File: src/rtl/core/jss_pkg.sv
// ----------------------------------------------------------------------------
// jss_pkg
// Shared types and constants of the Jacobi stencil sweep unit: configuration
// register map, register widths and reset values, and the per-cell tag.
// ----------------------------------------------------------------------------
package jss_pkg;

  localparam int GRID_SIZE_WIDTH = 11;
  localparam int THRESHOLD_WIDTH = 31;
  localparam int CFG_DATA_WIDTH  = 31;
  localparam int CFG_INDEX_WIDTH = 4;
  localparam int MIN_GRID        = 3;

  localparam logic [GRID_SIZE_WIDTH-1:0] GRID_SIZE_RESET = 11'd1024;
  localparam logic [THRESHOLD_WIDTH-1:0] THRESHOLD_RESET = 31'd655;

  typedef enum logic [CFG_INDEX_WIDTH-1:0] {
    REG_GRID_SIZE = 4'd0,
    REG_THRESHOLD = 4'd1
  } cfg_reg_t;

  typedef struct packed {
    logic first;
    logic last;
  } cell_tag_t;

endpackage

File: src/rtl/core/jss_stream_ifs.sv


interface jss_result_if #(
  parameter int VALUE_WIDTH = 32
);
  logic                          valid;
  logic                          ready;
  logic signed [VALUE_WIDTH-1:0] new_value;
  logic                          cell_converged;
  logic                          last_of_sweep;
  logic                          sweep_converged;

  modport source (output valid, output new_value, output cell_converged,
                  output last_of_sweep, output sweep_converged, input ready);
  modport sink   (input valid, input new_value, input cell_converged,
                  input last_of_sweep, input sweep_converged, output ready);
endinterface

File: src/rtl/core/jss_stencil_calc.sv
// ----------------------------------------------------------------------------
// jss_stencil_calc
// Two-stage result path: neighbour sum register, then average, absolute
// change, threshold compare and sweep convergence into the result register.
// ----------------------------------------------------------------------------
module jss_stencil_calc #(
  parameter int VALUE_WIDTH = 32
) (
  input  logic                                      clk,
  input  logic                                      rst,
  input  logic                                      load,
  output logic                                      ready,
  input  logic signed [VALUE_WIDTH+1:0]             sum,
  input  logic signed [VALUE_WIDTH-1:0]             center,
  input  jss_pkg::cell_tag_t                        tag,
  input  logic [jss_pkg::THRESHOLD_WIDTH-1:0]       threshold,
  jss_result_if.source                              results
);

  localparam int SW = VALUE_WIDTH + 2;
  localparam int DW = VALUE_WIDTH + 1;
  localparam int CW = (DW > jss_pkg::THRESHOLD_WIDTH) ? DW : jss_pkg::THRESHOLD_WIDTH;

  logic                          a_valid;
  logic signed [SW-1:0]          a_sum;
  logic signed [VALUE_WIDTH-1:0] a_center;
  jss_pkg::cell_tag_t            a_tag;
  logic                          all_converged;

  logic                          b_free;
  logic                          advance;
  logic signed [SW-1:0]          quarter;
  logic signed [VALUE_WIDTH-1:0] avg;
  logic signed [DW-1:0]          delta;
  logic [DW-1:0]                 mag;
  logic                          ok;
  logic                          acc_start;
  logic                          acc_next;

  assign b_free  = !results.valid || results.ready;
  assign ready   = !a_valid || b_free;
  assign advance = a_valid && b_free;

  // floor of the sum over four
  assign quarter   = a_sum >>> 2;
  assign avg       = quarter[VALUE_WIDTH-1:0];
  assign delta     = DW'(avg) - DW'(a_center);
  assign mag       = delta[DW-1] ? DW'(-delta) : DW'(delta);
  assign ok        = CW'(mag) <= CW'(threshold);
  assign acc_start = a_tag.first ? 1'b1 : all_converged;
  assign acc_next  = acc_start && ok;

  always_ff @(posedge clk) begin
    if (rst) begin
      a_valid       <= 1'b0;
      results.valid <= 1'b0;
      all_converged <= 1'b1;
    end else begin
      if (ready) begin
        a_valid <= load;
      end
      if (b_free) begin
        results.valid <= a_valid;
      end
      if (advance) begin
        all_converged <= acc_next;
      end
    end
    if (ready && load) begin
      a_sum    <= sum;
      a_center <= center;
      a_tag    <= tag;
    end
    if (advance) begin
      results.new_value       <= avg;
      results.cell_converged  <= ok;
      results.last_of_sweep   <= a_tag.last;
      results.sweep_converged <= a_tag.last && acc_next;
    end
  end

endmodule

File: src/flat_wrapper.sv
// flat-port wrapper written by rule: the top's interface ports become plain ports
module jss_stencil_calc_flat 
#(
  parameter int VALUE_WIDTH = 32
)
  (clk, rst, load, ready, sum, center, tag, threshold, results_valid, results_new_value, results_cell_converged, results_last_of_sweep, results_sweep_converged, results_ready);
  jss_result_if #(.VALUE_WIDTH(VALUE_WIDTH)) results_i ();
  input  logic clk;
  input  logic rst;
  input  logic load;
  output logic ready;
  input  logic signed [VALUE_WIDTH+1:0] sum;
  input  logic signed [VALUE_WIDTH-1:0] center;
  input  jss_pkg::cell_tag_t tag;
  input  logic [jss_pkg::THRESHOLD_WIDTH-1:0] threshold;
  output wire logic [$bits(results_i.valid)-1:0] results_valid;
  output wire logic [$bits(results_i.new_value)-1:0] results_new_value;
  output wire logic [$bits(results_i.cell_converged)-1:0] results_cell_converged;
  output wire logic [$bits(results_i.last_of_sweep)-1:0] results_last_of_sweep;
  output wire logic [$bits(results_i.sweep_converged)-1:0] results_sweep_converged;
  input wire logic [$bits(results_i.ready)-1:0] results_ready;
  assign results_valid = results_i.valid;
  assign results_new_value = results_i.new_value;
  assign results_cell_converged = results_i.cell_converged;
  assign results_last_of_sweep = results_i.last_of_sweep;
  assign results_sweep_converged = results_i.sweep_converged;
  assign results_i.ready = results_ready;
  jss_stencil_calc #(.VALUE_WIDTH(VALUE_WIDTH)) u_core (.clk(clk), .rst(rst), .load(load), .ready(ready), .sum(sum), .center(center), .tag(tag), .threshold(threshold), .results(results_i));
endmodule
File: config.mk
export PLATFORM = sky130hd
export DESIGN_NAME = jss_stencil_calc_flat
export DESIGN_NICKNAME = d
export VERILOG_FILES = /design/src/rtl/core/jss_pkg.sv /design/src/rtl/core/jss_stream_ifs.sv /design/src/rtl/core/jss_stencil_calc.sv /design/src/flat_wrapper.sv
export SDC_FILE = /design/constraint.sdc
export NUM_CORES = 1
export LEC_CHECK = 0
export ABC_AREA = 1
export BUFFER_PORTS_ARGS = -buffer_cell sky130_fd_sc_hd__buf_2
export CAP_MARGIN = 25
export CELL_PAD_IN_SITES_DETAIL_PLACEMENT = 0
export CELL_PAD_IN_SITES_GLOBAL_PLACEMENT = 1
export CORE_UTILIZATION = 41
export DETAILED_ROUTE_END_ITERATION = 16
export PLACE_DENSITY_LB_ADDON = 0.1
export RECOVER_POWER = 25
export SYNTH_ARGS = -nofsm -noshare
export SYNTH_HDL_FRONTEND = slang
export SYNTH_SLANG_ARGS = --single-unit
File: constraint.sdc
create_clock -name clk -period 5.2 [get_ports clk]
set_input_delay 1.04 -clock clk [delete_from_list [all_inputs] [get_ports clk]]
set_output_delay 1.04 -clock clk [all_outputs]
set_load 0.01 [all_outputs]
==> results of run 1 <==
[kinds of logic (layout without fill, tap and decap cells)]
group,after synthesis,in the layout,share of synthesized area
simple gates,548,548,0.3041
buf+inv,238,391,0.1170
flops,104,104,0.3961
fa+ha+maj,65,65,0.1051
compound gates,60,60,0.04407
xor+xnor,30,30,0.03365
[critical path: cells and delay by family, from the launching register on]
| family | cells | cell delay, ns |
|---|---|---|
| AND/OR/NAND/NOR | 21 | 1.80 |
| flip-flops | 1 | 0.37 |
| XOR/XNOR | 1 | 0.18 |
| buffers and inverters | 2 | 0.49 |
| AO/OA/AOI/OAI | 3 | 0.40 |
| adder cells (fa/ha/maj) | 3 | 0.95 |
[through the flow]
step,total power [W],std cells
after detailed placement,0.001869,1416
after global routing,0.002776,1432
after floorplan,0.001646,1045
after CTS,0.002609,1432
final,0.002579,1432
after global placement,0.001858,1416
[final cells by class]
cell class	instances	area, sq um
multi-input combinational	703	3802
fill	1938	9603
clock inverter	5	87.58
tap	234	292.8
sequential	104	3093
inverter	234	878.3
timing repair buffer	141	715.7
clock buffer	11	232.7
[worst paths after layout]
kind / cells after the start / slack (ns) / startpoint / end
max reg2reg: 30 / 0.77 / u_core.a_center[0] / u_core.results.cell_converged
min reg2reg: 0 / 0.45 / u_core.a_sum[6] / u_core.results.new_value[4]
max: 30 / 0.77 / u_core.a_center[0] / u_core.results.cell_converged
min: 0 / 0.45 / u_core.a_sum[6] / u_core.results.new_value[4]
[sequential cells by signal, summed over array words and instances, names as in the netlist]
| signal | cells |
|---|---|
| u_core.a_center | 32 |
| u_core.a_sum | 32 |
| u_core.results.new_value | 32 |
| u_core.a_tag | 2 |
| u_core.a_valid | 1 |
| u_core.all_converged | 1 |
| u_core.results.cell_converged | 1 |
| u_core.results.last_of_sweep | 1 |
| u_core.results.sweep_converged | 1 |
| u_core.results.valid | 1 |
[placed cells by master, fill, tap and decap left out, types with 2 or more instances in the layout]
master / instances
a21o_1: 2
a21oi_1: 37
a21oi_2: 3
and2_1: 4
buf_2: 137
buf_4: 4
bufinv_16: 2
clkbuf_1: 2
clkbuf_16: 9
dfxtp_1: 3
edfxtp_1: 101
ha_1: 64
inv_1: 228
inv_2: 6
nand2_1: 336
nand2_2: 28
nand3_1: 59
nand3_2: 3
nand3b_1: 7
nand4_1: 13
nor2_1: 72
nor2_2: 8
nor2_4: 5
nor3_1: 9
nor3_2: 2
o21ai_0: 7
o31ai_1: 5
xnor2_1: 5
xor2_1: 25
[metal layers]
metal / part of all wire / vias to the layer above / GRT usage
li1: - / 3567 / -
met1: 0.53 / 2751 / 0.2745
met2: 0.43 / 124 / 0.2989
met3: 0.035 / 8 / 0.02872
met4: 0.0071 / 0 / 0.04164
met5: 0 / - / 0
[power by group through the flow]
| stage | logic (W) | registers [W] | clock network [W] |
|---|---|---|---|
| 4_1_cts | 0.000863 | 0.000991 | 0.000756 |
| 6_report | 0.000851 | 0.000990 | 0.000737 |
| 3_5_place_dp | 0.000860 | 0.00101 | 0 |
| 3_3_place_gp | 0.000850 | 0.00101 | 0 |
| 2_1_floorplan | 0.000632 | 0.00101 | 0 |
| 5_1_grt | 0.000993 | 0.000995 | 0.000788 |
==> out/metrics.cfg, run 1 <==
[timing]
period_minus_slack_ns=4.430
setup_viol=0
maxSlewViolCount=0
holdWs_ns=0.4511
relSlewSlack=0.4172
fmax_ghz=0.2258
tns_ns=0
period_share=0.8518
rsz0062_at_grt=false
worstMarginPinSlew_ns=0.8741
finalHoldViolCount=0
setup_ws_ns=0.7705
finalClockSkew_ns=0.007291

[logic_synthesis]
synth_most_common_cell=nand2_1
ys_top_cells_by_area=edfxtp_1, nand2_1, inv_1, ha_1, nand3_1
synth_edf_count=101
synth_nets=1213
synth_area_sq_um=7809
synth_area_per_cell_sq_um=7.472
yosysSeqAreaShare=0.3961
ys_ff_latch=104
synth_common_cells=nand2_1, inv_1, edfxtp_1
synth_top_area_frac=0.3884
ys_warn_count=0
synth_top_cell_by_area=edfxtp_1
ys.flop_type=edfxtp_1
yosys.cell_types.count=36
synthCells=1045
synth_async_sr_flop_share=0

[global_routing]
grt_pass1_vias=6072
grt_pass1_wl_mm=29.17
grt_overflow=0
antenna_found_initial=0
track_usage=0.1899
grt_max_degree=40

[worst_setup_path]
cpPeakStageDelay_ns=0.42
path_class=flip-flop to flip-flop
crit_path_top_delay_cell=fa_1
arrival_ns=4.55
worstPathMaxFanout=17
cp-start-kind=flip-flop
path_common_cell=nand2_1
worst_setup_path_end_kind=flip-flop
crit_required_ns=5.32

[layout]
fin_area_sq_um=9102
area_growth_pct=16.57
fin_nets=1361
finalCoreUtilization=0.4866
antenna_cells=0
drive_above_1_share=0.1761

[floorplanning]
io_pins=140
die_w_um=140.0
die_y_um=140.0
core.rowCount=50
coreArea_sq_um=18710
start_util=0.4175
dieArea_sq_um=19600

[placed_design]
dp_hpwl_mm=14.69
placed_cell_area_sq_um=8782
port_buffers=137
post-place-ws_ns=0.7318
routabilityCongestion=0.8633

[cts]
clk_latency_ns=0.36
numCtsBuffers=9
post_cts_resized=0
cts_buffer_depth=2
cts_root_buf=clkbuf_16
postCtsSetupRepairBufs=0
cts_tree=yes
cts_max_level=3
cts_sinks=104
clkTransAtPathRegs_ns=0.07
hold_buffers=0

[run]
max-cap-violations=0

[power]
powerDensity_nw_per_um2=283.3
seqPwrFrac=0.384
p_clk_frac=0.286
switching_share=0.3338
p_int_w=0.001718
p_leak_nw=4.896
combPwrFrac=0.330
ir_drop_mv=0.1843
p_switching_w=0.0008607

[routing]
viasPerCell=4.504
routed_wl_mm=17.71
post-route-drc-count=0
detail_route.first_pass.iterations=5
via_count=6450
ant_nets=0
drtIter0Drc=291
detail_route.wl_per_cell_um=12.37

[hold_path]
hp-class=flip-flop to flip-flop

[status]
outcome=finished, final reports clean

(Power assumes the default switching activity.)
==> run 2, diff against run 1 <==
--- a/config.mk
+++ b/config.mk
@@ -10,6 +10,7 @@
 export CAP_MARGIN = 25
 export CELL_PAD_IN_SITES_DETAIL_PLACEMENT = 0
 export CELL_PAD_IN_SITES_GLOBAL_PLACEMENT = 1
+export CORE_ASPECT_RATIO = 1.2
 export CORE_UTILIZATION = 41
 export DETAILED_ROUTE_END_ITERATION = 16
 export PLACE_DENSITY_LB_ADDON = 0.1
==> run 2 against run 1 <==
Register-to-register slack is essentially flat; final cell count up 1.3%; clock skew hardly changed; critical path type unchanged; wire length decreased by 0.39%; die area barely moved; non-clock buffer count stayed put; combinational power shrank 0.6%; hold slack worse by 0.0018 ns; fmax rose by 0.32%; global-route usage up 0.26 points; clock power decreased by 13%; via count rose by 0.76%.
==> out/metrics.cfg, run 2 (synthesized netlist as in run 1, its figures left out) <==
[worst_setup_path]
path_class=flip-flop to flip-flop
regToRegSetupSlack_ns=0.78
worst_setup_path_end_kind=flip-flop
reg2reg_from=u_core.a_center[0]
crit_path_top_delay_cell=fa_1
crit_required_ns=5.32
crit_buf_inv=3
critical_path_cell_count=31
crit_start=u_core.a_center[0]
cp-start-kind=flip-flop
path_common_cell=nand2_1
critPathTopFamily=simple AND/OR/NAND/NOR gates
worstPathMaxFanout=17
cpPeakStageDelay_ns=0.41
worstRegToRegCells=31
arrival_ns=4.53

[timing]
fmax_ghz=0.2265
worstMarginPinSlew_ns=0.8295
maxSlewViolCount=0
period_share=0.8491
period_minus_slack_ns=4.415
tns_ns=0
finalHoldViolCount=0
setup_viol=0
finalClockSkew_ns=0.007132
relSlewSlack=0.4470
rsz0062_at_grt=false

[hold_path]
hp-start=u_core.a_tag[0]
hp-class=flip-flop to flip-flop
hold_depth=0

[layout]
area_growth_pct=16.31
fin_area_sq_um=9082
final_cell_mix=nand2_1, inv_1, buf_2
drive_above_1_share=0.1770
antenna_cells=0
reg_top3=u_core.a_center x32, u_core.a_sum x32, u_core.results.new_value x32
final_common_cell=nand2_1
fin_nets=1361
fillCellCount=1915

[cts]
cts_sinks=104
clkTransAtPathRegs_ns=0.07
cts_max_level=3
cts_buffer_depth=2
cts_tree=yes
numCtsBuffers=9
postCtsSetupRepairBufs=0
post_cts_resized=0
clk_latency_ns=0.35
hold_buffers=0
cts_root_buf=clkbuf_16

[global_routing]
track_usage=0.1925
grt_max_degree=67
grt_pass1_wl_mm=29.44
grt_overflow=0
grt_pass1_vias=6229
antenna_found_initial=0

[placed_design]
placed_cell_area_sq_um=8805
routabilityCongestion=0.8545
dp_hpwl_mm=14.62
port_buffers=137

[floorplanning]
dieArea_sq_um=19600
die_w_um=128.0
start_util=0.4233
io_pins=140
core.rowCount=54
die_y_um=153.2
coreArea_sq_um=18450

[routing]
routed_wl_mm=17.64
ant_nets=0
viasPerCell=4.482
detail_route.wl_per_cell_um=12.17
detail_route.first_pass.iterations=5
post-route-drc-count=0
via_count=6499
drtIter0Drc=238

[power]
powerDensity_nw_per_um2=272.8
p_leak_nw=4.869
ir_drop_mv=0.1942

[run]
max-cap-violations=0

[status]
outcome=finished, final reports clean

==> run 2: cell types whose count changed in the layout (fill, tap and decap cells not counted) <==
| cell | change |
|---|---|
| clkbuf_1 | -1 |
| bufinv_16 | -2 |
| inv_6 | +2 |
| clkinvlp_4 | +2 |
| inv_8 | -1 |
==> run 2: final timing paths <==
check	to
min	u_core.results.last_of_sweep
min reg2reg	u_core.results.last_of_sweep
max reg2reg	u_core.results.cell_converged
max	u_core.results.cell_converged
==> run 2: layer usage <==
metal / GRT usage / up-vias / wire, um
met5: 0 / - / 0
met1: 0.2610 / 2814 / 8726
met2: 0.3196 / 112 / 8146
met4: 0.04482 / 0 / 163
met3: 0.03220 / 9 / 606
li1: - / 3564 / -
==> run 2: per-stage QoR <==
stage / worst slack (ns) / hold slack, ns / power [W] / cells / utilization
after floorplan: 1.387 / 0.4264 / 0.001646 / 1045 / -
after global placement: 0.7799 / 0.4318 / 0.001854 / 1434 / 0.4773
after detailed placement: 0.7300 / 0.4378 / 0.001866 / 1434 / 0.4773
after CTS: 0.7145 / 0.4537 / 0.002517 / 1450 / 0.4924
after global routing: 0.1791 / 0.4631 / 0.002690 / 1450 / 0.4924
final: 0.7846 / 0.4493 / 0.002477 / 1450 / 0.4924
==> run 2: report_power, final <==
part / switching (W) / internal, W / total (W) / leakage (nW)
combinational: 0.000531 / 0.000315 / 0.000846 / 3.75
clock: 0.000311 / 0.000330 / 0.000641 / 0.126
sequential: 0.0000156 / 0.000975 / 0.000990 / 0.998
total: 0.000857 / 0.00162 / 0.00248 / 4.87
==> run 2: final cells by class <==
class | instances | area (sq um) | share of cell area
inverter | 234 | 878.3 | 0.09671
multi-input combinational | 703 | 3802 | 0.4187
clock inverter | 6 | 48.80 | 0.005373
sequential | 104 | 3093 | 0.3405
tap | 252 | 315.3 | 0.03472
clock buffer | 10 | 229.0 | 0.02521
timing repair buffer | 141 | 715.7 | 0.07880
==> run 3, diff against run 2 <==
--- a/config.mk
+++ b/config.mk
@@ -11,7 +11,7 @@
 export CELL_PAD_IN_SITES_DETAIL_PLACEMENT = 0
 export CELL_PAD_IN_SITES_GLOBAL_PLACEMENT = 1
 export CORE_ASPECT_RATIO = 1.2
-export CORE_UTILIZATION = 41
+export CORE_UTILIZATION = 37
 export DETAILED_ROUTE_END_ITERATION = 16
 export PLACE_DENSITY_LB_ADDON = 0.1
 export RECOVER_POWER = 25
==> constraint.sdc (replaced) <==
create_clock -name clk -period 3.85 [get_ports clk]
set_input_delay 0.77 -clock clk [delete_from_list [all_inputs] [get_ports clk]]
set_output_delay 0.77 -clock clk [all_outputs]
set_load 0.01 [all_outputs]
==> run 3 against run 2 <==
The flow now finishes with violations (setup timing); flip-flop and latch count is the same; clock power grew 41%; wire length grew 8.6%; fmax grew 7.5%; hold slack gained 0.0026 ns; sequential share of layout area shrank 5.5 points; largest cell class unchanged; die area grew 11%.
==> out/metrics.cfg, run 3 (synthesized netlist as in run 1, its figures left out) <==
[status]
outcome=finished, violations left
violations=setup timing

[routing]
wl_met3_um=496
drtIter0Drc=260
met2_length_mm=8.916
ant_nets=0
detail_route.wl_per_cell_um=11.65
detail_route.first_pass.iterations=4
wl_met1_mm=9.410
highest_layer=met4
routed_wl_mm=19.17
viasPerCell=4.312
post-route-drc-count=0
via_count=7097

[floorplanning]
io_pins=140
die_w_um=134.6
coreArea_sq_um=20470
dieArea_sq_um=21690
die_y_um=161.1
start_util=0.3815
core.rowCount=57

[timing]
finalHoldViolCount=0
relSlewSlack=0.4508
period_minus_slack_ns=4.108
maxSlewViolCount=0
period_share=1.067
setup_ws_ns=-0.2584
fmax_ghz=0.2434
rsz0062_at_grt=true
finalClockSkew_ns=0.006295
setup_viol=3
worstMarginPinSlew_ns=0.8238

[worst_setup_path]
cp-start-kind=flip-flop
cpPeakStageDelay_ns=0.58
arrival_ns=4.23
crit_path_top_delay_cell=fa_2
worst_setup_path_end_kind=flip-flop
crit_required_ns=3.97
worstRegToRegCells=28
worstPathMaxFanout=3
path_class=flip-flop to flip-flop

[hold_path]
hold_depth=0
hp-class=flip-flop to flip-flop

[layout]
drive_above_1_share=0.3374
fillCellCount=2039
area_growth_pct=38.74
final_common_cell=nand2_1
finalNonFillerCells=1646
multiInputGateArea_sq_um=4130
reg_top3=u_core.a_center x32, u_core.a_sum x32, u_core.results.new_value x32
final_cell_mix=nand2_1, inv_1, buf_4
antenna_cells=0
fin_nets=1544
finalCoreUtilization=0.5293
register_area_sq_um=3093

[cts]
numCtsBuffers=9
cts_root_buf=clkbuf_16
clkTransAtPathRegs_ns=0.07
cts_tree=yes
clk_latency_ns=0.36
hold_buffers=0
cts_sinks=104
cts_max_level=3
cts_buffer_depth=2

[run]
max-cap-violations=0

[placed_design]
post-place-ws_ns=-0.5104
routabilityCongestion=0.8292
port_buffers=137
dp_hpwl_mm=15.69
place_inst=1611

[global_routing]
grt_pass1_vias=6934
track_usage=0.1832
grt_overflow=0
grt_pass1_wl_mm=31.42
antenna_found_initial=0
grt_max_degree=67

[power]
powerDensity_nw_per_um2=354.0
ir_drop_mv=0.1910
p_leak_nw=5.859

==> run 3: cell types whose count changed in the layout (fill, tap and decap cells not counted), moves of 4 or more <==
cell     previous run  this run
ha_1               64        58
nor2_4              5         9
nand3_2             3        13
nand3_1            59        49
buf_4               4       184
nand2_2            28        42
inv_1             228       224
ha_4                0         5
nand2_1           336       319
nor2_1             72        52
nor2_2              8        24
o31ai_1             5         1
==> run 3: what timing repair did <==
item | in CTS | in global routing
resized for setup | 36 | 53
setup endpoints to repair | 3 | 3
setup buffers | 14 | 7
pin swaps | 13 | 27
cloned | 0 | 0
==> run 3: cell type report <==
| type | count | share of cell area |
|---|---|---|
| inverter | 234 | 0.08130 |
| tap | 265 | 0.03060 |
| sequential | 104 | 0.2855 |
| clock buffer | 9 | 0.02079 |
| timing repair buffer | 324 | 0.1947 |
| multi-input combinational | 703 | 0.3812 |
| clock inverter | 7 | 0.005890 |
==> run 3: worst paths after layout <==
kind	to	slack, ns	startpoint
min reg2reg	u_core.results.last_of_sweep	0.45	u_core.a_tag[0]
max	u_core.results.cell_converged	-0.26	u_core.a_sum[2]
max reg2reg	u_core.results.cell_converged	-0.26	u_core.a_sum[2]
min	u_core.results.last_of_sweep	0.45	u_core.a_tag[0]
==> run 3: power breakdown <==
group	internal [W]	leakage, nW	switching [W]
clock	0.000454	0.141	0.000448
sequential	0.00132	0.998	0.0000206
combinational	0.000733	4.72	0.000864
==> run 3: metal layers <==
metal  global-route usage  up-vias
met3              0.01946       17
li1                     -     3925
met2               0.3106      106
met1               0.2463     3049
met5                    0        -
met4              0.05209        0
==> run 3: stage by stage <==
step	instance area (sq um)	TNS, ns	hold slack, ns	total power [W]
3_5_place_dp	10050	-1.400	0.4354	0.002810
6_report	10830	-0.6965	0.4519	0.003835
2_1_floorplan	7809	0	0.4264	0.002224
4_1_cts	10590	-0.7373	0.4544	0.003786
5_1_grt	10830	-1.588	0.4587	0.004129
3_3_place_gp	10050	-1.160	0.4295	0.002788
==> run 3: critical path, delay by kind of cell, from the launching register on <==
family / cells / cell delay [ns]
AOI/OAI and AO/OA: 3 / 0.24
xor gates and xnor gates: 1 / 0.15
adders and majority gates: 4 / 1.23
buffers and inverters: 4 / 0.34
DFF: 1 / 0.35
and+or+nand+nor: 16 / 1.55
